### src/hdl/sus_pkg.sv
// sus_pkg: shared constants, status codes and control types for the sorted set block
// no dependencies; imported by every module of the block
package sus_pkg;

    localparam int CAPACITY_DEF   = 32;
    localparam int VALUE_BITS_DEF = 8;
    localparam int FIELD_BITS     = 8;

    // result status codes
    localparam logic [1:0] STATUS_DUP   = 2'd0;
    localparam logic [1:0] STATUS_EMPTY = 2'd1;
    localparam logic [1:0] STATUS_EVICT = 2'd2;
    localparam logic [1:0] STATUS_DUMP  = 2'd3;

    // request kinds
    localparam logic REQ_INSERT = 1'b0;
    localparam logic REQ_DUMP   = 1'b1;

    typedef enum logic [1:0] {
        S_IDLE,
        S_CHECK,
        S_WRITE,
        S_DUMP
    } state_t;

    typedef enum logic [1:0] {
        CELL_HOLD,
        CELL_CHECK,
        CELL_INSERT,
        CELL_ROTATE
    } cell_op_t;

    typedef struct packed {
        cell_op_t op;
    } cell_ctrl_t;

endpackage

### src/hdl/sus_cell.sv
// sus_cell: one table slot with its compare flags and neighbor handoff
// depends on sus_pkg
module sus_cell #(
    parameter int VALUE_BITS = sus_pkg::VALUE_BITS_DEF,
    parameter bit IS_LOW     = 1'b0
) (
    input  logic                   clk,
    input  logic                   rst_n,
    input  sus_pkg::cell_ctrl_t    ctrl,
    input  logic [VALUE_BITS-1:0]  ins_value,
    input  logic [VALUE_BITS-1:0]  nbr_entry,
    input  logic                   nbr_lt,
    output logic [VALUE_BITS-1:0]  entry,
    output logic                   lt,
    output logic                   match
);
    import sus_pkg::*;

    logic [VALUE_BITS-1:0] entry_reg;
    logic [VALUE_BITS-1:0] entry_next;
    logic                  lt_reg;
    logic                  lt_next;
    logic                  match_reg;
    logic                  match_next;

    always_comb
    begin
        entry_next = entry_reg;
        lt_next    = lt_reg;
        match_next = match_reg;
        case (ctrl.op)
            CELL_CHECK:
            begin
                lt_next    = entry_reg < ins_value;
                match_next = entry_reg == ins_value;
            end
            CELL_INSERT:
            begin
                // entries below the new value slide down one slot
                if (nbr_lt)
                begin
                    entry_next = nbr_entry;
                end
                else if (lt_reg || IS_LOW)
                begin
                    entry_next = ins_value;
                end
            end
            CELL_ROTATE:
            begin
                entry_next = nbr_entry;
            end
            default:
            begin
                entry_next = entry_reg;
            end
        endcase
    end

    always_ff @(posedge clk or negedge rst_n)
    begin
        if (!rst_n)
        begin
            entry_reg <= '0;
            lt_reg    <= 1'b0;
            match_reg <= 1'b0;
        end
        else
        begin
            entry_reg <= entry_next;
            lt_reg    <= lt_next;
            match_reg <= match_next;
        end
    end

    assign entry = entry_reg;
    assign lt    = lt_reg;
    assign match = match_reg;

endmodule

### src/hdl/sorted_unique_set_insert.sv
// sorted_unique_set_insert: ascending table of distinct nonzero values in a row of cells
// insert: accepted, compared, then written with its result registered once the output is free;
//   next item accepted only once back in idle (compare, write, return to idle)
// dump: CAPACITY results, one per cycle while not stalled, by rotating the row of cells
// reset clears every slot to empty and the block to idle; depends on sus_pkg and sus_cell
module sorted_unique_set_insert #(
    parameter int CAPACITY   = sus_pkg::CAPACITY_DEF,
    parameter int VALUE_BITS = sus_pkg::VALUE_BITS_DEF
) (
    input  logic                          clk,
    input  logic                          rst_n,
    input  logic                          in_valid,
    output logic                          in_stall,
    input  logic                          req_type,
    input  logic [sus_pkg::FIELD_BITS-1:0] value,
    output logic                          out_valid,
    input  logic                          out_stall,
    output logic [1:0]                    status,
    output logic [sus_pkg::FIELD_BITS-1:0] element,
    output logic                          last
);
    import sus_pkg::*;

    localparam int CW = $clog2(CAPACITY);

    state_t                state_reg;
    state_t                state_next;
    logic [VALUE_BITS-1:0] val_reg;
    logic [VALUE_BITS-1:0] val_next;
    logic [CW-1:0]         cnt_reg;
    logic [CW-1:0]         cnt_next;
    logic                  res_valid_reg;
    logic                  res_valid_next;
    logic [1:0]            res_status_reg;
    logic [1:0]            res_status_next;
    logic [FIELD_BITS-1:0] res_elem_reg;
    logic [FIELD_BITS-1:0] res_elem_next;

    logic [VALUE_BITS-1:0] entries [CAPACITY];
    logic [CAPACITY-1:0]   lt_v;
    logic [CAPACITY-1:0]   match_v;
    cell_ctrl_t            ctrl;

    logic in_fire;
    logic out_fire;
    logic res_free;
    logic dup;
    logic dump_beat;

    assign in_fire    = in_valid && !in_stall;
    assign out_fire   = out_valid && !out_stall;
    assign res_free   = !res_valid_reg || out_fire;
    assign dup        = (val_reg == '0) || (|match_v);
    assign dump_beat  = (state_reg == S_DUMP) && !res_valid_reg && !out_stall;

    // cell row: each slot reads its upper neighbor, the top slot wraps to slot 0 for dumps
    for (genvar i = 0; i < CAPACITY; i++)
    begin : g_cell
        logic [VALUE_BITS-1:0] nbr_e;
        logic                  nbr_l;
        if (i == CAPACITY - 1)
        begin : g_top
            assign nbr_e = entries[0];
            assign nbr_l = 1'b0;
        end
        else
        begin : g_mid
            assign nbr_e = entries[i+1];
            assign nbr_l = lt_v[i+1];
        end
        sus_cell #(
            .VALUE_BITS (VALUE_BITS),
            .IS_LOW     (i == 0)
        ) u_cell (
            .clk       (clk),
            .rst_n     (rst_n),
            .ctrl      (ctrl),
            .ins_value (val_reg),
            .nbr_entry (nbr_e),
            .nbr_lt    (nbr_l),
            .entry     (entries[i]),
            .lt        (lt_v[i]),
            .match     (match_v[i])
        );
    end

    // next state
    always_comb
    begin
        state_next = state_reg;
        case (state_reg)
            S_IDLE:
            begin
                if (in_fire)
                begin
                    state_next = (req_type == REQ_DUMP) ? S_DUMP : S_CHECK;
                end
            end
            S_CHECK:
            begin
                state_next = S_WRITE;
            end
            S_WRITE:
            begin
                if (res_free)
                begin
                    state_next = S_IDLE;
                end
            end
            S_DUMP:
            begin
                if (dump_beat && (cnt_reg == CW'(CAPACITY - 1)))
                begin
                    state_next = S_IDLE;
                end
            end
            default:
            begin
                state_next = S_IDLE;
            end
        endcase
    end

    // outputs and datapath control
    always_comb
    begin
        in_stall        = 1'b1;
        ctrl.op         = CELL_HOLD;
        val_next        = val_reg;
        cnt_next        = cnt_reg;
        res_valid_next  = res_valid_reg && out_stall;
        res_status_next = res_status_reg;
        res_elem_next   = res_elem_reg;
        case (state_reg)
            S_IDLE:
            begin
                in_stall = 1'b0;
                if (in_fire)
                begin
                    val_next = VALUE_BITS'(value);
                    cnt_next = '0;
                end
            end
            S_CHECK:
            begin
                ctrl.op = CELL_CHECK;
            end
            S_WRITE:
            begin
                if (res_free)
                begin
                    res_valid_next = 1'b1;
                    res_elem_next  = FIELD_BITS'(val_reg);
                    if (dup)
                    begin
                        res_status_next = STATUS_DUP;
                    end
                    else
                    begin
                        res_status_next = (entries[0] == '0) ? STATUS_EMPTY : STATUS_EVICT;
                        ctrl.op         = CELL_INSERT;
                    end
                end
            end
            S_DUMP:
            begin
                if (dump_beat)
                begin
                    ctrl.op  = CELL_ROTATE;
                    cnt_next = cnt_reg + CW'(1);
                end
            end
            default:
            begin
                in_stall = 1'b1;
            end
        endcase
    end

    always_ff @(posedge clk or negedge rst_n)
    begin
        if (!rst_n)
        begin
            state_reg     <= S_IDLE;
            cnt_reg       <= '0;
            res_valid_reg <= 1'b0;
        end
        else
        begin
            state_reg     <= state_next;
            cnt_reg       <= cnt_next;
            res_valid_reg <= res_valid_next;
        end
    end

    always_ff @(posedge clk)
    begin
        val_reg        <= val_next;
        res_status_reg <= res_status_next;
        res_elem_reg   <= res_elem_next;
    end

    // a pending insert result goes out before any dump entry
    assign out_valid = res_valid_reg || (state_reg == S_DUMP);
    assign status    = res_valid_reg ? res_status_reg : STATUS_DUMP;
    assign element   = res_valid_reg ? res_elem_reg : FIELD_BITS'(entries[0]);
    assign last      = res_valid_reg || (cnt_reg == CW'(CAPACITY - 1));

endmodule

### config.mk
export PLATFORM = sky130hd
export DESIGN_NAME = sorted_unique_set_insert
export DESIGN_NICKNAME = d
export VERILOG_FILES = /design/src/hdl/sus_pkg.sv /design/src/hdl/sus_cell.sv /design/src/hdl/sorted_unique_set_insert.sv
export SDC_FILE = /design/constraint.sdc
export NUM_CORES = 1
export LEC_CHECK = 0
export ABC_AREA = 1
export BUFFER_PORTS_ARGS = -buffer_cell sky130_fd_sc_hd__clkbuf_2
export CELL_PAD_IN_SITES_DETAIL_PLACEMENT = 0
export CELL_PAD_IN_SITES_GLOBAL_PLACEMENT = 1
export CORE_ASPECT_RATIO = 0.5
export CORE_MARGIN = 2
export CORE_UTILIZATION = 50
export CTS_BUF_LIST = sky130_fd_sc_hd__clkbuf_2 sky130_fd_sc_hd__clkbuf_4 sky130_fd_sc_hd__clkbuf_8
export CTS_CLUSTER_SIZE = 14
export DETAILED_ROUTE_END_ITERATION = 7
export GPL_ROUTABILITY_DRIVEN = 1
export PLACE_DENSITY = 0.89
export SETUP_SLACK_MARGIN = 0.15
export SYNTH_ARGS = -nofsm -noshare
export SYNTH_HDL_FRONTEND = slang
export SYNTH_SLANG_ARGS = --single-unit
export TNS_END_PERCENT = 5
### constraint.sdc
create_clock -name clk -period 2.8 [get_ports clk]
set_input_delay 0 -clock clk [delete_from_list [all_inputs] [get_ports clk]]
set_output_delay 0 -clock clk [all_outputs]
set_load 0.1 [all_outputs]
# Word-level counts from Yosys, hierarchy flattened
# Index checks and enable logic that the tools add are counted.
word_totals:
  input_bits: 13
  register_bits: 345
  wordCells: 372
  output_inout_bits: 13
classes:
  n_eq_ne: 74
  addsub: 1
  order_cmp: 31
  reduce_logical: 53
  muxes: 112
ops:
  columns: ["operator", "count"]
  rows:
  - ["$pmux 8 s2", 32]
  - ["$mux 8", 63]
  - ["$eq 8x8->1", 32]
  - ["$lt 8x8->1", 31]
  - ["$ne 3x1->1 const B", 30]
  - ["$reduce_and 2->1", 33]
  - ["$reduce_or 32->1", 1]
  - ["$mux 2", 9]
  - ["$logic_not 8->1", 2]
  - ["$mux 5", 2]
  - ["$pmux 5 s2", 1]
  - ["$eq 2x2->1 const B", 4]
  - ["$ne 2x2->1 const B", 4]
  - ["$pmux 2 s4", 1]
  - ["$logic_and 1x1->1", 6]
  - ["$pmux 2 s3", 1]
  - ["$reduce_and 3->1", 2]
  - ["$add 5x1->5 const B", 1]
  - ["$eq 5x5->1 const B", 1]
  - ["$eq 2x1->1 const B", 2]
  - ["$logic_or 1x1->1", 4]
  - ["$reduce_bool 2->1", 2]
  - ["$mux 1", 3]
  - ["$logic_not 1->1", 2]
  - ["other kinds (2)", 2]

# Logic depth before layout (Yosys ltp)
depth:
  depth_word: 9
  ltp_mapped: 13
  ltp_nobuf: 11

# By module
# Synthesis repeated with hierarchy kept, for this count alone.
hier_totals:
  cells_unflattened: 3370
  hier_area_um2: 24094.4
by_module_without_submodules:
  columns: ["module", "area_each_um2", "n_inst", "cells_per_inst"]
  rows:
  - ["sus_cell at g_cell[10].u_cell ...", 710.7, 31, 101]
  - ["sorted_unique_set_insert", 1292.5, 1, 148]
  - ["sus_cell at g_cell[0].u_cell", 770.7, 1, 91]

# Least setup slack after synthesis
# No wires, ideal clock.
synth_timing:
  path_type: "reg2out"
  start: "reg res_valid_reg"
  end: "out element[5] (netlist name)"
  stages_incl_launch_ff: 4
  arrival_time_ns: 2.906
  setup_slack_ns: -0.106
  cell_sequence: "dfrtp_1 clkbuf_1 clkbuf_1 o21ai_0"
synth_between:
  elab_chain_cells: 1
synth_lines:
  columns: ["item", "line_no", "text"]
  rows:
  - ["start, declared", "sorted_unique_set_insert.sv:32", "logic res_valid_reg;"]
  - ["start signal, assigned", "sorted_unique_set_insert.sv:192", "res_valid_reg <= res_valid_next;"]
  - ["$mux 8", "sorted_unique_set_insert.sv:206", "assign element = res_valid_reg ? res_elem_reg : FIELD_BITS'(entries[0]);"]
  - ["end, declared", "sorted_unique_set_insert.sv:19", "output logic [sus_pkg::FIELD_BITS-1:0] element,"]
# Every way passes these cells.

# Final worst setup path
layout_timing:
  start: "reg g_cell[14].u_cell.match_reg"
  end: "reg g_cell[13].u_cell.entry_reg[5]"
layout_between:
  elab_chain_cells: 8
  elab_cells_between_ends: 11
  classes_between: "eq/ne: 3; mux: 4; reduce/logical: 4"
layout_lines:
  columns: ["item", "line_no", "text"]
  rows:
  - ["start, declared", "sus_cell.sv:23", "logic match_reg;"]
  - ["start signal, assigned", "sus_cell.sv:72", "match_reg <= match_next;"]
  - ["$reduce_or 32->1 *", "sorted_unique_set_insert.sv:53", "assign dup = (val_reg == '0) || (|match_v);"]
  - ["$logic_or 1x1->1 *", "sorted_unique_set_insert.sv:53", null]
  - ["$mux 2 *", "sorted_unique_set_insert.sv:154", "if (dup)"]
  - ["$mux 2 *", "sorted_unique_set_insert.sv:150", "if (res_free)"]
  - ["$pmux 2 s3 *", "sorted_unique_set_insert.sv:134", "case (state_reg)"]
  - ["$eq 2x2->1", "sus_cell.sv:31", "case (ctrl.op)"]
  - ["$ne 3x1->1 (no line) or $reduce_bool 2->1 (tied branches)", null, null]
  - ["$reduce_and 2->1 (no line)", null, null]
  - ["end signal, assigned", "sus_cell.sv:70", "entry_reg <= entry_next;"]
  - ["end, declared", "sus_cell.sv:19", "logic [VALUE_BITS-1:0] entry_reg;"]
# Every way passes the cells marked *; elsewhere a longest branch is shown, timed or not.
# A chain may end at the register's enable or synchronous reset.

==> results_dict.tcl <==
set metrics [dict create \
    run_status "complete, no violations" \
    dieArea_um2 47300 \
    largest_reg_flops 256 \
    design.core.area_um2 45100 \
    place.port_buffers 25 \
    vdd_drop_max_uv 789 \
    final.setup.tns_ns 0 \
    synth_nets 3163 \
    setup_viol_count_final 0 \
    maxClockFrequency_mhz 395 \
    postRouteAntennaNets 0 \
    p_int_mw 16.2 \
    grt_first_pass_wirelength_um 99800 \
    sw_ratio 0.502 \
    power-per-cell-area_nw_per_um2 1300 \
    crit_required_ns 3.34 \
    synth.cell_area_um2 22800 \
    final.setup.worst_slack_ns 0.267 \
    layout_common_cells "sky130_fd_sc_hd__nand2_1, sky130_fd_sc_hd__dfrtp_1, sky130_fd_sc_hd__nand3_1" \
    critPathMaxFanout 9 \
    grt_pass1_vias 18700 \
    synth_unique_cells 35 \
    drive_gt1_frac 0.0873 \
    worstSetupEndpointType "register" \
    post-route-period-util 0.905 \
    synth-seq-area-share 0.383 \
    fin_util 0.554 \
    cts_post_setup_buffers_inserted 0 \
    num_rows 55 \
    ios 26 \
    cts-root-buf "sky130_fd_sc_hd__clkbuf_8" \
    detail_route.iter0.violations 1708 \
    timing.hold.worst.class "in -> async" \
    crit_path_start_kind "register" \
    dieWidth_um 306 \
    cp_slowest_cell "sky130_fd_sc_hd__nor2_1" \
    cts-buffers-inserted 54 \
    cp_num_buf_inv 1 \
    timing_max_transition_violations_final 0 \
    floorplan.initialDensity 0.505 \
    timing.final.crit_period_ns 2.53 \
    grt_setup_unrepaired "yes" \
    post_layout_nonfiller_instances 3553 \
    cells_along_the_critical_path "nor2_1, nand2_1, nor2_1, nand3_4, nor2_8, buf_4, nand4_1, nand2_2, nand2_1, nand2_1" \
    syn-mean-instance-area_um2 7.85 \
    p_leak_nw 12.3 \
    most_common_library_cell_in_the_layout_ignoring_fill_and_taps "sky130_fd_sc_hd__nand2_1" \
    report.final.hold_viol_count 0 \
    max-slew-margin-rel 0.403 \
    post-route-drc-count 0 \
    detailedPlacementHpwl_um 39300 \
    worst_clock_skew_ns 0.0431 \
    data_arrival_at_the_endpoint_of_the_critical_path_ns 3.08 \
    seqPwrFrac 0.283 \
    worstSetupPathType "reg -> reg" \
    area_delta_synth_final_pct 9.84 \
    via_per_inst 5.64 \
    grt_antenna_before_repair 3 \
    netlist_instances 2900 \
    power.switching_mw 16.4 \
    avg_wl_per_cell_um 17.1 \
    tritoncts "built" \
    power.combinational.fraction 0.571 \
    routed-via-count 20000 \
    grtUsageTotal 0.259 \
    yosys_register_bits 345 \
    grt.overflow.total 0 \
    dp_cells 3443 \
    power_frac_clock 0.146 \
    tightestPinTransition_ns 0.896 \
    die-height_um 155 \
    clk_pin_slew_ns 0.07 \
    worst_skew_pair.late_latency_ns 0.64 \
    crit_family "simple AND/OR/NAND/NOR gates" \
    drt_wl_total_um 60800 \
    cp_common_cell "sky130_fd_sc_hd__nand2_1" \
    cp_slowest_stage_delay_ns 0.40 \
    drt_pass1_iterations 5 \
    finalNetCount 3178 \
    timing.max_cap.violations 0 \
    place.gp.congestion 0.848 \
    r2r-start "g_cell[14].u_cell.match" \
    dp_slack_ns 0.310 \
    totalPowerFinal_mw 32.6 \
    cts.sink_count 345 \
    crit_path_start "g_cell[14].u_cell.match" \
    cts.htree.levels 2 \
    cts_buffer_depth 3 \
    yosys_warnings 0 \
    maximum_number_of_pins_on_one_net_before_global_route_repair 103 \
]
==> what timing repair did <==
item | CTS | global route
gates resized for setup | 0 | 2
endpoints found under the hold margin | 124 | 0
endpoints found under the setup margin | 0 | 35
hold buffers | 14 | 0
==> through the flow <==
stage	instance area [um2]	hold slack, ns
3_3_place_gp	23700	0.131
6_report	25000	0.0154
4_1_cts	25000	0.0519
3_5_place_dp	23700	0.133
2_1_floorplan	22800	-0.296
5_1_grt	25000	0.0684
==> cell families (layout without fill, tap and decap cells) <==
| kind of cell | after synthesis | after routing | share of synthesized area |
|---|---|---|---|
| AND/OR/NAND/NOR | 1392 | 1392 | 0.269 |
| buffers and inverters | 272 | 326 | 0.0517 |
| other | 0 | 1 | 0 |
| AO/OA/AOI/OAI | 633 | 633 | 0.155 |
| flip-flops | 345 | 345 | 0.383 |
| adder cells (fa/ha/maj) | 250 | 250 | 0.137 |
| XOR/XNOR | 8 | 8 | 0.00308 |
==> worst paths after layout <==
kind	to	slack (ns)	cells after the start
setup / recovery	g_cell[13].u_cell.entry[5]	0.27	10
hold reg to reg	g_cell[10].u_cell.entry[0]	0.48	2
setup reg to reg	g_cell[13].u_cell.entry[5]	0.27	10
hold / removal	g_cell[15].u_cell.entry[6]	0.02	2
max in group asynchronous	g_cell[21].u_cell.entry[6]	1.87	3
min in group clk	val_reg[7]	0.07	2
==> synth_stat cells, drive strengths merged <==
| library cell | number | share of area |
|---|---|---|
| a211oi | 10 | 0.0033 |
| clkinv | 11 | 0.0018 |
| nand3 | 290 | 0.064 |
| nor4 | 1 | 0.00028 |
| nand2 | 967 | 0.16 |
| dfrtp | 327 | 0.36 |
| nor3 | 10 | 0.0022 |
| o211ai | 18 | 0.0059 |
| clkbuf | 79 | 0.013 |
| ha | 250 | 0.14 |
| o31ai | 1 | 0.00033 |
| or2 | 9 | 0.0025 |
| a31oi | 105 | 0.029 |
| inv | 121 | 0.020 |
| a21oi | 237 | 0.053 |
| o2111ai | 13 | 0.0050 |
| o41ai | 18 | 0.0069 |
| nand4 | 37 | 0.023 |
| buf | 61 | 0.017 |
| xnor2 | 8 | 0.0031 |
| nor2 | 78 | 0.014 |
| o21a | 11 | 0.0036 |
| o21ai | 220 | 0.048 |
| edfxtp | 18 | 0.024 |
==> power groups by stage <==
stage | logic [mW] | registers, mW | clock network (mW)
finish | 18.6 | 9.24 | 4.75
global route | 21.3 | 9.50 | 5.04
CTS | 18.6 | 9.22 | 4.82
detailed placement | 18.5 | 9.26 | 0
global placement | 17.9 | 9.22 | 0
floorplan | 14.6 | 8.57 | 0
==> routing by layer <==
layer  vias to the layer above  global-route usage  part of all wire
met5                         -                   0           0.00020
met4                         2              0.0514             0.015
met3                        83              0.0395             0.062
met2                       467               0.387              0.42
met1                      9407               0.396              0.51
li1                      10100                   -                 -
==> cell type report <==
cell class / count / area, um2
fill: 4238 / 20100
multi-input combinational: 2283 / 12900
timing repair buffer: 99 / 963
antenna: 1 / 2.50
sequential: 345 / 8720
inverter: 132 / 495
tap: 598 / 748
clock buffer: 87 / 1080
clock inverter: 8 / 96.3
Power figures use the tool's default switching activity.
